==> src/rtl/tba_pkg.sv <==
// ----------------------------------------------------------------------------
// tba_pkg
// Shared types, codes and helpers of the two-bank slot tag allocator.
// ----------------------------------------------------------------------------
`default_nettype none

package tba_pkg;

    localparam int MODE_W    = 3;
    localparam int TAG_W     = 11;
    localparam int SLOT_W    = 5;
    localparam int STATUS_W  = 2;
    localparam int MAX_SLOTS = 32;

    // Request modes
    localparam logic [MODE_W-1:0] MODE_ALLOC   = 3'd0;
    localparam logic [MODE_W-1:0] MODE_FREE    = 3'd1;
    localparam logic [MODE_W-1:0] MODE_LOCALS  = 3'd2;
    localparam logic [MODE_W-1:0] MODE_RESERVE = 3'd3;
    localparam logic [MODE_W-1:0] MODE_RELEASE = 3'd4;

    // Result status codes
    localparam logic [STATUS_W-1:0] ST_OK        = 2'd0;
    localparam logic [STATUS_W-1:0] ST_NO_FREE   = 2'd1;
    localparam logic [STATUS_W-1:0] ST_NOT_FOUND = 2'd2;
    localparam logic [STATUS_W-1:0] ST_NOT_RSVD  = 2'd3;

    // Fixed slot of each bank
    localparam logic [SLOT_W-1:0] FIXED_INT_SLOT   = 5'd0;
    localparam logic [SLOT_W-1:0] FIXED_FLOAT_SLOT = 5'd5;

    typedef struct packed {
        logic load;   // capture the accepted request
        logic exec;   // run the request and load the result register
    } tba_cmd_t;

    typedef struct packed {
        logic [STATUS_W-1:0] status;
        logic [SLOT_W-1:0]   slot;
        logic                moved;
        logic [SLOT_W-1:0]   moved_to;
    } tba_rsp_t;

    // Lowest set bit: {found, index}
    function automatic logic [SLOT_W:0] first_set(input logic [MAX_SLOTS-1:0] v);
        logic [SLOT_W:0] r;
        r = '0;
        for (int i = MAX_SLOTS - 1; i >= 0; i--) begin
            if (v[i]) begin
                r = {1'b1, SLOT_W'(i)};
            end
        end
        return r;
    endfunction

endpackage

`default_nettype wire

==> src/rtl/tba_if.sv <==
// ----------------------------------------------------------------------------
// tba_if
// Request and result channels of the slot tag allocator (valid/ready).
// ----------------------------------------------------------------------------
`default_nettype none

interface tba_req_if
    import tba_pkg::*;
();
    logic              valid;
    logic              ready;
    logic [MODE_W-1:0] mode;
    logic              bank;
    logic [TAG_W-1:0]  tag;

    modport source (output valid, output mode, output bank, output tag, input ready);
    modport sink   (input valid, input mode, input bank, input tag, output ready);
endinterface

interface tba_rsp_if
    import tba_pkg::*;
();
    logic                valid;
    logic                ready;
    logic [STATUS_W-1:0] status;
    logic [SLOT_W-1:0]   slot;
    logic                moved;
    logic [SLOT_W-1:0]   moved_to;

    modport source (output valid, output status, output slot, output moved,
                    output moved_to, input ready);
    modport sink   (input valid, input status, input slot, input moved,
                    input moved_to, output ready);
endinterface

`default_nettype wire

==> src/rtl/tba_ctrl.sv <==
// ----------------------------------------------------------------------------
// tba_ctrl
// Request sequencer: takes one request, runs it once the result register
// is free, and tracks the result valid flag.
// ----------------------------------------------------------------------------
`default_nettype none

module tba_ctrl
    import tba_pkg::*;
(
    input  wire logic     clk,
    input  wire logic     rst_n,
    input  wire logic     in_valid,
    output logic          in_ready,
    output logic          out_valid,
    input  wire logic     out_ready,
    output tba_cmd_t      cmd
);

    localparam logic S_IDLE = 1'b0;
    localparam logic S_EXEC = 1'b1;

    logic state_reg;
    logic state_next;
    logic out_valid_reg;
    logic out_valid_next;

    always_comb
    begin
        in_ready = (state_reg == S_IDLE);
        cmd.load = in_valid && in_ready;
        cmd.exec = (state_reg == S_EXEC) && (!out_valid_reg || out_ready);

        state_next = state_reg;
        case (state_reg)
            S_IDLE:
            begin
                if (cmd.load)
                begin
                    state_next = S_EXEC;
                end
            end
            S_EXEC:
            begin
                // hold until the previous result leaves the output register
                if (cmd.exec)
                begin
                    state_next = S_IDLE;
                end
            end
            default:
            begin
                state_next = S_IDLE;
            end
        endcase

        if (cmd.exec)
        begin
            out_valid_next = 1'b1;
        end
        else if (out_ready)
        begin
            out_valid_next = 1'b0;
        end
        else
        begin
            out_valid_next = out_valid_reg;
        end
    end

    always_ff @(posedge clk or negedge rst_n)
    begin
        if (!rst_n)
        begin
            state_reg     <= S_IDLE;
            out_valid_reg <= 1'b0;
        end
        else
        begin
            state_reg     <= state_next;
            out_valid_reg <= out_valid_next;
        end
    end

    assign out_valid = out_valid_reg;

endmodule

`default_nettype wire

==> src/rtl/tba_dpath.sv <==
// ----------------------------------------------------------------------------
// tba_dpath
// Slot tables of both banks, request register, free/match search and
// result register.
// ----------------------------------------------------------------------------
`default_nettype none

module tba_dpath
    import tba_pkg::*;
#(
    parameter int INT_SLOTS   = 16,
    parameter int FLOAT_SLOTS = 16,
    parameter int TEMP_LIMIT  = 1024
)
(
    input  wire logic              clk,
    input  wire logic              rst_n,
    input  wire tba_cmd_t          cmd,
    input  wire logic [MODE_W-1:0] mode,
    input  wire logic              bank,
    input  wire logic [TAG_W-1:0]  tag,
    output tba_rsp_t               rsp
);

    localparam logic [TAG_W-1:0] LOCAL_TAG    = TAG_W'(TEMP_LIMIT);
    localparam logic [TAG_W-1:0] INT_MARKER   = TAG_W'(TEMP_LIMIT + 1);
    localparam logic [TAG_W-1:0] FLOAT_MARKER = TAG_W'(TEMP_LIMIT + 2);

    localparam int INT_FIX = int'(FIXED_INT_SLOT);
    localparam int FLT_FIX = int'(FIXED_FLOAT_SLOT);

    logic [MODE_W-1:0] mode_reg;
    logic              bank_reg;
    logic [TAG_W-1:0]  tag_reg;

    logic             int_used_reg   [INT_SLOTS];
    logic [TAG_W-1:0] int_owner_reg  [INT_SLOTS];
    logic             flt_used_reg   [FLOAT_SLOTS];
    logic [TAG_W-1:0] flt_owner_reg  [FLOAT_SLOTS];

    tba_rsp_t rsp_reg;
    tba_rsp_t rsp_next;

    logic [MAX_SLOTS-1:0] int_used_v, int_match_v, flt_used_v, flt_match_v;
    logic [MAX_SLOTS-1:0] sel_used_v, sel_match_v;
    logic [SLOT_W:0]      free_hit, match_hit;
    logic                 free_found, match_found;
    logic [SLOT_W-1:0]    free_idx, match_idx;

    logic [SLOT_W-1:0]    fixed_idx;
    logic                 fixed_used;
    logic [TAG_W-1:0]     fixed_owner;
    logic [TAG_W-1:0]     marker;

    // up to two table writes per request, plus the local sweep
    logic                 w0_en, w0_used, w1_en, clr_locals;
    logic [SLOT_W-1:0]    w0_idx, w1_idx;
    logic [TAG_W-1:0]     w0_owner, w1_owner;

    always_ff @(posedge clk)
    begin
        if (cmd.load)
        begin
            mode_reg <= mode;
            bank_reg <= bank;
            tag_reg  <= tag;
        end
    end

    // Pad unused slot positions as used and never matching
    for (genvar i = 0; i < MAX_SLOTS; i++)
    begin : g_vec
        if (i < INT_SLOTS)
        begin : g_int
            assign int_used_v[i]  = int_used_reg[i];
            assign int_match_v[i] = int_used_reg[i] && (int_owner_reg[i] == tag_reg);
        end
        else
        begin : g_int_pad
            assign int_used_v[i]  = 1'b1;
            assign int_match_v[i] = 1'b0;
        end
        if (i < FLOAT_SLOTS)
        begin : g_flt
            assign flt_used_v[i]  = flt_used_reg[i];
            assign flt_match_v[i] = flt_used_reg[i] && (flt_owner_reg[i] == tag_reg);
        end
        else
        begin : g_flt_pad
            assign flt_used_v[i]  = 1'b1;
            assign flt_match_v[i] = 1'b0;
        end
    end

    always_comb
    begin
        sel_used_v  = bank_reg ? flt_used_v  : int_used_v;
        sel_match_v = bank_reg ? flt_match_v : int_match_v;
        free_hit    = first_set(~sel_used_v);
        match_hit   = first_set(sel_match_v);
        free_found  = free_hit[SLOT_W];
        free_idx    = free_hit[SLOT_W-1:0];
        match_found = match_hit[SLOT_W];
        match_idx   = match_hit[SLOT_W-1:0];

        fixed_idx   = bank_reg ? FIXED_FLOAT_SLOT : FIXED_INT_SLOT;
        fixed_used  = bank_reg ? flt_used_reg[FLT_FIX]
                               : int_used_reg[INT_FIX];
        fixed_owner = bank_reg ? flt_owner_reg[FLT_FIX]
                               : int_owner_reg[INT_FIX];
        marker      = bank_reg ? FLOAT_MARKER : INT_MARKER;

        w0_en      = 1'b0;
        w0_idx     = free_idx;
        w0_used    = 1'b1;
        w0_owner   = tag_reg;
        w1_en      = 1'b0;
        w1_idx     = free_idx;
        w1_owner   = fixed_owner;
        clr_locals = 1'b0;
        rsp_next   = '0;

        case (mode_reg)
            MODE_ALLOC:
            begin
                if (free_found)
                begin
                    w0_en         = 1'b1;
                    rsp_next.slot = free_idx;
                end
                else
                begin
                    rsp_next.status = ST_NO_FREE;
                end
            end
            MODE_FREE:
            begin
                if (match_found)
                begin
                    w0_en         = 1'b1;
                    w0_idx        = match_idx;
                    w0_used       = 1'b0;
                    w0_owner      = '0;
                    rsp_next.slot = match_idx;
                end
                else
                begin
                    rsp_next.status = ST_NOT_FOUND;
                end
            end
            MODE_LOCALS:
            begin
                clr_locals = 1'b1;
            end
            MODE_RESERVE:
            begin
                if (fixed_used && !free_found)
                begin
                    rsp_next.status = ST_NO_FREE;
                end
                else
                begin
                    // relocate the current owner before taking the slot
                    if (fixed_used)
                    begin
                        w1_en             = 1'b1;
                        rsp_next.moved    = 1'b1;
                        rsp_next.moved_to = free_idx;
                    end
                    w0_en         = 1'b1;
                    w0_idx        = fixed_idx;
                    w0_owner      = marker;
                    rsp_next.slot = fixed_idx;
                end
            end
            MODE_RELEASE:
            begin
                if (fixed_used && (fixed_owner == marker))
                begin
                    w0_en         = 1'b1;
                    w0_idx        = fixed_idx;
                    w0_used       = 1'b0;
                    w0_owner      = '0;
                    rsp_next.slot = fixed_idx;
                end
                else
                begin
                    rsp_next.status = ST_NOT_RSVD;
                end
            end
            default:
            begin
                rsp_next = '0;
            end
        endcase
    end

    for (genvar i = 0; i < INT_SLOTS; i++)
    begin : g_int_entry
        always_ff @(posedge clk or negedge rst_n)
        begin
            if (!rst_n)
            begin
                int_used_reg[i] <= 1'b0;
            end
            else if (cmd.exec)
            begin
                if (clr_locals && int_used_reg[i] && (int_owner_reg[i] == LOCAL_TAG))
                begin
                    int_used_reg[i] <= 1'b0;
                end
                if (w0_en && !bank_reg && (w0_idx == SLOT_W'(i)))
                begin
                    int_used_reg[i] <= w0_used;
                end
                if (w1_en && !bank_reg && (w1_idx == SLOT_W'(i)))
                begin
                    int_used_reg[i] <= 1'b1;
                end
            end
        end

        always_ff @(posedge clk)
        begin
            if (cmd.exec && w0_en && !bank_reg && (w0_idx == SLOT_W'(i)))
            begin
                int_owner_reg[i] <= w0_owner;
            end
            else if (cmd.exec && w1_en && !bank_reg && (w1_idx == SLOT_W'(i)))
            begin
                int_owner_reg[i] <= w1_owner;
            end
        end
    end

    for (genvar i = 0; i < FLOAT_SLOTS; i++)
    begin : g_flt_entry
        always_ff @(posedge clk or negedge rst_n)
        begin
            if (!rst_n)
            begin
                flt_used_reg[i] <= 1'b0;
            end
            else if (cmd.exec)
            begin
                if (clr_locals && flt_used_reg[i] && (flt_owner_reg[i] == LOCAL_TAG))
                begin
                    flt_used_reg[i] <= 1'b0;
                end
                if (w0_en && bank_reg && (w0_idx == SLOT_W'(i)))
                begin
                    flt_used_reg[i] <= w0_used;
                end
                if (w1_en && bank_reg && (w1_idx == SLOT_W'(i)))
                begin
                    flt_used_reg[i] <= 1'b1;
                end
            end
        end

        always_ff @(posedge clk)
        begin
            if (cmd.exec && w0_en && bank_reg && (w0_idx == SLOT_W'(i)))
            begin
                flt_owner_reg[i] <= w0_owner;
            end
            else if (cmd.exec && w1_en && bank_reg && (w1_idx == SLOT_W'(i)))
            begin
                flt_owner_reg[i] <= w1_owner;
            end
        end
    end

    always_ff @(posedge clk)
    begin
        if (cmd.exec)
        begin
            rsp_reg <= rsp_next;
        end
    end

    assign rsp = rsp_reg;

endmodule

`default_nettype wire

==> src/rtl/two_bank_register_tag_allocator_core.sv <==
// ----------------------------------------------------------------------------
// two_bank_register_tag_allocator_core
// Integer and float slot tables with owner tags: allocate lowest free slot,
// free by tag, sweep locals, reserve and release each bank's fixed slot.
//
//  Channel | Dir | Payload                          | Transaction
//  --------+-----+----------------------------------+-------------------------
//  req     | in  | mode, bank, tag                  | valid & ready
//  rsp     | out | status, slot, moved, moved_to    | valid & ready, one per req
//
//  A request is first captured in the request register; then the tables are
//  searched and written together with the result register.
//  The next request is taken while the last result still waits in its
//  register; execution holds only when that register is still full.
//  Reset frees every slot of both banks at once; no clearing pass.
// ----------------------------------------------------------------------------
`default_nettype none

module two_bank_register_tag_allocator_core
    import tba_pkg::*;
#(
    parameter int INT_SLOTS   = 16,
    parameter int FLOAT_SLOTS = 16,
    parameter int TEMP_LIMIT  = 1024
)
(
    input  wire logic  clk,
    input  wire logic  rst_n,
    tba_req_if.sink    req,
    tba_rsp_if.source  rsp
);

    tba_cmd_t cmd;
    tba_rsp_t result;

    tba_ctrl u_ctrl (
        .clk       (clk),
        .rst_n     (rst_n),
        .in_valid  (req.valid),
        .in_ready  (req.ready),
        .out_valid (rsp.valid),
        .out_ready (rsp.ready),
        .cmd       (cmd)
    );

    tba_dpath #(
        .INT_SLOTS   (INT_SLOTS),
        .FLOAT_SLOTS (FLOAT_SLOTS),
        .TEMP_LIMIT  (TEMP_LIMIT)
    ) u_dpath (
        .clk   (clk),
        .rst_n (rst_n),
        .cmd   (cmd),
        .mode  (req.mode),
        .bank  (req.bank),
        .tag   (req.tag),
        .rsp   (result)
    );

    assign rsp.status   = result.status;
    assign rsp.slot     = result.slot;
    assign rsp.moved    = result.moved;
    assign rsp.moved_to = result.moved_to;

endmodule

`default_nettype wire

==> src/flat_wrapper.sv <==
// flat-port wrapper written by rule: the top's interface ports become plain ports
module two_bank_register_tag_allocator_core_flat import tba_pkg::*;
#(
    parameter int INT_SLOTS   = 16,
    parameter int FLOAT_SLOTS = 16,
    parameter int TEMP_LIMIT  = 1024
)
  (clk, rst_n, req_valid, req_mode, req_bank, req_tag, req_ready, rsp_valid, rsp_status, rsp_slot, rsp_moved, rsp_moved_to, rsp_ready);
  tba_req_if req_i ();
  tba_rsp_if rsp_i ();
  input  wire logic clk;
  input  wire logic rst_n;
  input wire logic [$bits(req_i.valid)-1:0] req_valid;
  input wire logic [$bits(req_i.mode)-1:0] req_mode;
  input wire logic [$bits(req_i.bank)-1:0] req_bank;
  input wire logic [$bits(req_i.tag)-1:0] req_tag;
  output wire logic [$bits(req_i.ready)-1:0] req_ready;
  output wire logic [$bits(rsp_i.valid)-1:0] rsp_valid;
  output wire logic [$bits(rsp_i.status)-1:0] rsp_status;
  output wire logic [$bits(rsp_i.slot)-1:0] rsp_slot;
  output wire logic [$bits(rsp_i.moved)-1:0] rsp_moved;
  output wire logic [$bits(rsp_i.moved_to)-1:0] rsp_moved_to;
  input wire logic [$bits(rsp_i.ready)-1:0] rsp_ready;
  assign req_i.valid = req_valid;
  assign req_i.mode = req_mode;
  assign req_i.bank = req_bank;
  assign req_i.tag = req_tag;
  assign req_ready = req_i.ready;
  assign rsp_valid = rsp_i.valid;
  assign rsp_status = rsp_i.status;
  assign rsp_slot = rsp_i.slot;
  assign rsp_moved = rsp_i.moved;
  assign rsp_moved_to = rsp_i.moved_to;
  assign rsp_i.ready = rsp_ready;
  two_bank_register_tag_allocator_core #(.INT_SLOTS(INT_SLOTS), .FLOAT_SLOTS(FLOAT_SLOTS), .TEMP_LIMIT(TEMP_LIMIT)) u_core (.clk(clk), .rst_n(rst_n), .req(req_i), .rsp(rsp_i));
endmodule
==> config.mk <==
export PLATFORM = sky130hd
export DESIGN_NAME = two_bank_register_tag_allocator_core_flat
export DESIGN_NICKNAME = d
export VERILOG_FILES = /design/src/rtl/tba_pkg.sv /design/src/rtl/tba_if.sv /design/src/rtl/tba_ctrl.sv /design/src/rtl/tba_dpath.sv /design/src/rtl/two_bank_register_tag_allocator_core.sv /design/src/flat_wrapper.sv
export SDC_FILE = /design/constraint.sdc
export NUM_CORES = 1
export LEC_CHECK = 0
export BUFFER_PORTS_ARGS = -buffer_cell sky130_fd_sc_hd__buf_2
export CORE_ASPECT_RATIO = 0.6
export CORE_MARGIN = 2
export CORE_UTILIZATION = 25
export CTS_BUF_LIST = sky130_fd_sc_hd__clkbuf_8
export CTS_CLUSTER_DIAMETER = 60
export CTS_CLUSTER_SIZE = 10
export DETAILED_ROUTE_END_ITERATION = 8
export GPL_ROUTABILITY_DRIVEN = 0
export PLACE_DENSITY = 0.42
export RECOVER_POWER = 100
export SLEW_MARGIN = 30
export SYNTH_ARGS = -nofsm -noshare
export SYNTH_HDL_FRONTEND = slang
export SYNTH_SLANG_ARGS = --single-unit
==> constraint.sdc <==
create_clock -name clk -period 10.3 [get_ports clk]
set_input_delay 2.575 -clock clk [delete_from_list [all_inputs] [get_ports clk]]
set_output_delay 2.575 -clock clk [all_outputs]
set_load 0.05 [all_outputs]
# Word-level counts from Yosys, hierarchy flattened
# Memories as Yosys holds them, arrays and structs flattened.
# Cells that the tools add are included.
# totals
register_bits,62
mem_bits_rw,352
in_bits,19
output_inout_bits,15
elab_cells,995
n_memories,2
# op_classes
eq_ne,99
muxes,477
bitwise,36
reduce_logical,340
# mem_list
name,depth,word_bits,read_ports,rd_ports_with_merged_regs,write_ports,line,text
u_core.u_dpath.flt_owner_reg,16,11,16,0,2,tba_dpath.sv:39,logic [TAG_W-1:0] flt_owner_reg [FLOAT_SLOTS];
u_core.u_dpath.int_owner_reg,16,11,16,0,2,tba_dpath.sv:37,logic [TAG_W-1:0] int_owner_reg [INT_SLOTS];
# ops
op,n
11-bit 2-to-1 mux,64
6-bit 2-to-1 mux,65
11-bit == test,33
"11-bit == test, second input constant",32
11-bit OR reduction,28
1-bit 2-to-1 mux,301
1-bit logical AND,238
4-bit 2-to-1 mux,28
3-bit nonzero test,32
"5-bit by 4-bit == test with 1-bit output, second input constant",16
2-bit AND reduction,32
"5-bit by 3-bit == test with 1-bit output, second input constant",8
11-bit case mux with 3 select lines,1
16-bit 2-to-1 mux,2
32-bit inverter,1
1-bit bitwise OR,32
7-bit case mux with 4 select lines,1
5-bit 2-to-1 mux,5
"5-bit by 2-bit == test with 1-bit output, second input constant",4
5-bit case mux with 3 select lines,1
"5-bit by 1-bit == test with 1-bit output, second input constant",2
5-bit zero test,2
9-bit 2-to-1 mux,1
"3-bit by 2-bit == test with 1-bit output, second input constant",2
13 further kinds,21

# Longest topological paths before layout
# depth
depth_word,60
ltp_mapped,16
depth_no_buf,11

# Modules after synthesis
# From an unflattened synthesis, not the netlist that was laid out.
# unflattened
cells_unflattened,2202
hier_area_um2,23846.6
# modules_own_cells
module,instances,cells_each,area_per_inst_um2,seq_area_each_um2
tba_dpath,1,2193,23745.3,12151.7
tba_ctrl,1,9,101.3,50.0

# Worst setup path after synthesis
# OpenSTA, ideal clock, no wires.
# synth_timing
path_type,input-to-reg
from,in rsp_ready
to,"mem u_core.u_dpath.int_owner_reg[1][0] (netlist: u_core.u_dpath.int_owner_reg[0][11]), enable pin"
setup_ns,0.397
arrival_time_ns,4.512
required_ns,9.903
slack_ns,5.391
stages,7
path_buffers,1
path_cell_list,nand2b_1 nand2_1 inv_1 nand3_1 or2_1 buf_2 o31ai_1
# synth_lines
element,line,text
from (decl),flat_wrapper.sv:23,input wire logic [$bits(rsp_i.ready)-1:0] rsp_ready;
to (decl),tba_dpath.sv:37,

==> results <==
- Static timing analysis puts the maximum clock frequency at 0.1208 GHz.
- In this run, post-CTS repair resized a total of 0 instances.
- Setup violations remaining at the end of the flow were counted as 0.
- The share of final-layout standard cells stronger than drive strength 1 is 7.699%.
- Each instance of the synthesized netlist takes up on average 10.71 µm².
- The number of warnings issued by yosys is 0.
- The cell at the root of the clock tree is sky130_fd_sc_hd__clkbuf_8.
- The final reports fail on design-rule violations, max-capacitance violations, max-slew violations.
- The clock edge transition at the registers on the reported setup and hold paths is 0.09 ns.
- The kind of critical path is register to register.
- For this run, asynchronously set or reset flops after synthesis account for 8.252%.
- The number of remaining DRC errors is 3.
- TritonCTS built the clock tree.
- The floorplan die area is 97010 µm².
- Clock latency on the worst-skew pair, taken at its later pin, is 0.74 ns.
- The aggregate routed wire length is 114300 µm.
- The initial standard-cell utilization of the core is 25.20%.
- The placeable core area is 93720 µm².
- The via density per instance is 5.958.
- The post-synthesis cell count is 2205.
- The most used cell along the critical path is sky130_fd_sc_hd__clkbuf_1.
- The worst path needs 8.277 ns of the cycle, external delays included.
- The design draws 3.811 mW.
- The clock sink count is 412.
- The detailed placer's ending HPWL is 77510 µm.
- The count of state elements after synthesis is 412.
- The cell area after synthesis is 23610 µm².
- The run finished, with violations left.
- In this run the worst path has a maximum fanout of 17.
- The number of max-cap violations is 7.
- The number of clock buffers inserted by TritonCTS is 48.
- The number of slew-limit violations in the final report came to 151.
- The data arrival time of the critical path is 8.62 ns.
- Entering global routing, the biggest net connects 73 pins.
- After detailed placement, the design holds a cell count of 3403.
- In the final design database the tool counted 2227 nets.
- The floorplan has 87 rows.
- In the synthesized netlist the dominant register cell turns out to be sky130_fd_sc_hd__edfxtp_1.
- Yosys instantiated no cell more often than sky130_fd_sc_hd__edfxtp_1.
- The wire length per cell after detailed routing is 32.70 µm.
- In this run the static leakage power is 8.009 nW.
- From synthesis to final layout, the design area changed by 10.14%.
- The area share of the leading cell type in the synthesized netlist is 48.07%.
- The die span in y is 242.1 µm.
- Measured against its own limit, the worst slew margin works out to -92.39%.
- The setup total negative slack is 0 ns.
- The first TritonRoute pass finished after 9 iterations.
- The cell at the slowest stage of the critical path is sky130_fd_sc_hd__clkbuf_1.
- The number of buffers added to fix hold violations after cts is 0.
- The biggest area consumer among synthesized cells is sky130_fd_sc_hd__edfxtp_1.
- The worst clock skew is 0.06420 ns.
- The final cell utilization of the core is 27.75%.
- The count of endpoints failing hold in the final timing report came to 0.
- The number of fill cells in the layout is 9737.
- The worst setup path is captured at a register.
- The sum of overflow across all layers after global routing is 0.
- The final critical path takes up 80.36% of the cycle.
- In this run the count of I/O pins placed on the die edge is 34.
- The detailed router placed 20830 vias in this run.
- In the post-synthesis netlist, the biggest area contributors are sky130_fd_sc_hd__edfxtp_1 48%, sky130_fd_sc_hd__xnor2_1 6.6%, sky130_fd_sc_hd__xor2_1 6.5%.
- The sequential fraction of the synthesis area is 51.67%.
- The register-to-register path setup slack is 2.02 ns.
- After synthesis, the most frequently instantiated cells are 378 x sky130_fd_sc_hd__edfxtp_1, 295 x sky130_fd_sc_hd__o21ai_0, 177 x sky130_fd_sc_hd__xnor2_1.
- The buffers inserted during post-CTS setup optimization is 0.
- For this block, the initial DRC count from the detailed router was 2936.
- The critical path contains buffers and inverters numbering 3 combined.
- The first-pass GRT wire length is 157300 µm.
- The peak ir drop on the vdd network is 86.14 µV.
- The transition at the pin with the smallest max-transition slack is 2.886 ns.
- Walking the worst path, the cells encountered are clkbuf_1 -> clkbuf_1 -> xnor2_1 -> nand4_1 -> nor3_1 -> a31oi_1 -> nand4_1 -> nand4bb_1 -> nor2_1 -> o31a_1 -> or2_0 -> nand3_1 -> o21ai_0 -> clkbuf_1.
- Counting flops with a built-in enable in the synthesized netlist gives 378.
- The count of buffers added on input and output ports is 31.
- The initial antenna violation count is 10.
- The H-tree was split into 2 levels.
- The cell class contributing the biggest share of worst-path delay is buffers and inverters.
- Data on the critical path is required at its endpoint by 10.64 ns.
- The count of distinct cell types in the synthesized netlist is 81.
- The total routing resource utilization after global routing is 22.80%.
- The worst hold-check path type is register to register.
- The width of the die is 400.8 µm.
- The final instance count without filler cells is 3496.
- The number of routed nets with antenna violations is 0.
- The via count of the first global-routing pass is 19790.
- Setup repair after global routing left no endpoint under its margin.
- The maximum root-to-sink buffer count is 3.
- The worst setup path is launched from a register.
- The power density normalized to cell area is 146.5 nW/µm².
- The largest single stage delay on the critical path is 1.62 ns.
placed cells by master (no fill, tap or decap), types with 9 or more instances in the layout:
master,count
sky130_fd_sc_hd__o21ai_0,306
sky130_fd_sc_hd__buf_2,14
sky130_fd_sc_hd__nor2b_1,22
sky130_fd_sc_hd__or2_2,10
sky130_fd_sc_hd__or3_1,9
sky130_fd_sc_hd__buf_4,57
sky130_fd_sc_hd__a31oi_1,18
sky130_fd_sc_hd__nand3_1,63
sky130_fd_sc_hd__clkbuf_8,48
sky130_fd_sc_hd__inv_1,81
sky130_fd_sc_hd__nor4_1,141
sky130_fd_sc_hd__nor3_1,39
sky130_fd_sc_hd__nand4_1,125
sky130_fd_sc_hd__a21oi_1,71
sky130_fd_sc_hd__nor4b_1,48
sky130_fd_sc_hd__nand2_1,81
sky130_fd_sc_hd__dfrtp_1,34
sky130_fd_sc_hd__clkbuf_1,38
sky130_fd_sc_hd__xor2_1,176
sky130_fd_sc_hd__mux2i_4,9
sky130_fd_sc_hd__nor2_1,82
sky130_fd_sc_hd__and2_1,9
sky130_fd_sc_hd__a211oi_1,11
sky130_fd_sc_hd__edfxtp_1,378
sky130_fd_sc_hd__xnor2_1,177
sky130_fd_sc_hd__o31ai_1,33
final timing paths:
check / startpoint / to / cells after the start
min in group asynchronous: rst_n / u_core.u_dpath.flt_used_reg[3] / 2
max: u_core.u_dpath.tag_reg[7] / u_core.u_dpath.int_owner_reg[0][35] / 14
max in group asynchronous: rst_n / u_core.u_dpath.flt_used_reg[12] / 2
min reg2reg: u_core.u_ctrl.state_reg / u_core.u_ctrl.out_valid / 2
max reg2reg: u_core.u_dpath.tag_reg[7] / u_core.u_dpath.int_owner_reg[0][35] / 14
min: u_core.u_ctrl.state_reg / u_core.u_ctrl.out_valid / 2
power breakdown:
group	total [mW]	internal, mW	switching [mW]
clock network	1.18	0.465	0.712
logic	0.712	0.166	0.546
registers	1.92	1.88	0.0438
total	3.81	2.51	1.30
kinds of logic (layout without fill, tap and decap cells):
| kind of cell | Yosys count | count (layout) | synth area share [%] |
|---|---|---|---|
| other | 1 | 5 | 0.01588 |
| AND/OR/NAND/NOR | 677 | 677 | 16.54 |
| buffers and inverters | 209 | 250 | 4.631 |
| AO/OA/AOI/OAI | 537 | 537 | 13.37 |
| multiplexers | 16 | 16 | 0.6782 |
| flip-flops | 412 | 412 | 51.67 |
| XOR/XNOR | 353 | 353 | 13.09 |
cell type report:
type / instances / area (µm²) / area share (%)
Timing Repair Buffer: 113 / 705.7 / 2.713
Multi-Input combinational cell: 1585 / 10490 / 40.34
Sequential cell: 412 / 12200 / 46.92
Inverter: 48 / 180.2 / 0.6928
Tap cell: 1246 / 1559 / 5.994
Antenna cell: 3 / 7.507 / 0.02887
Clock inverter: 41 / 202.7 / 0.7794
Clock buffer: 48 / 660.6 / 2.540
layer usage:
metal	track usage, %	part of all wire, %	vias up
met5	0	0.010	-
met4	6.863	3.1	2
met3	6.291	13	246
met2	29.55	38	1615
met1	35.58	46	10570
li1	-	-	8397
tightest hold or removal path: cells and delay by family, from the launching register on:
kind | cells | cell delay (ns)
AND/OR/NAND/NOR | 1 | 0.06
flip-flops | 1 | 0.41
buffers and inverters | 1 | 0.09
per-stage QoR:
stage / hold WS (ns) / worst slack [ns] / instance area, µm²
2_1_floorplan: 0.5240 / 5.391 / 23620
3_3_place_gp: 0.5500 / 4.160 / 25200
3_5_place_dp: 0.5767 / 4.109 / 25270
4_1_cts: 0.5962 / 4.389 / 26130
5_1_grt: 0.6434 / 2.143 / 26000
6_report: 0.5837 / 2.023 / 26010
(Power assumes the default switching activity.)
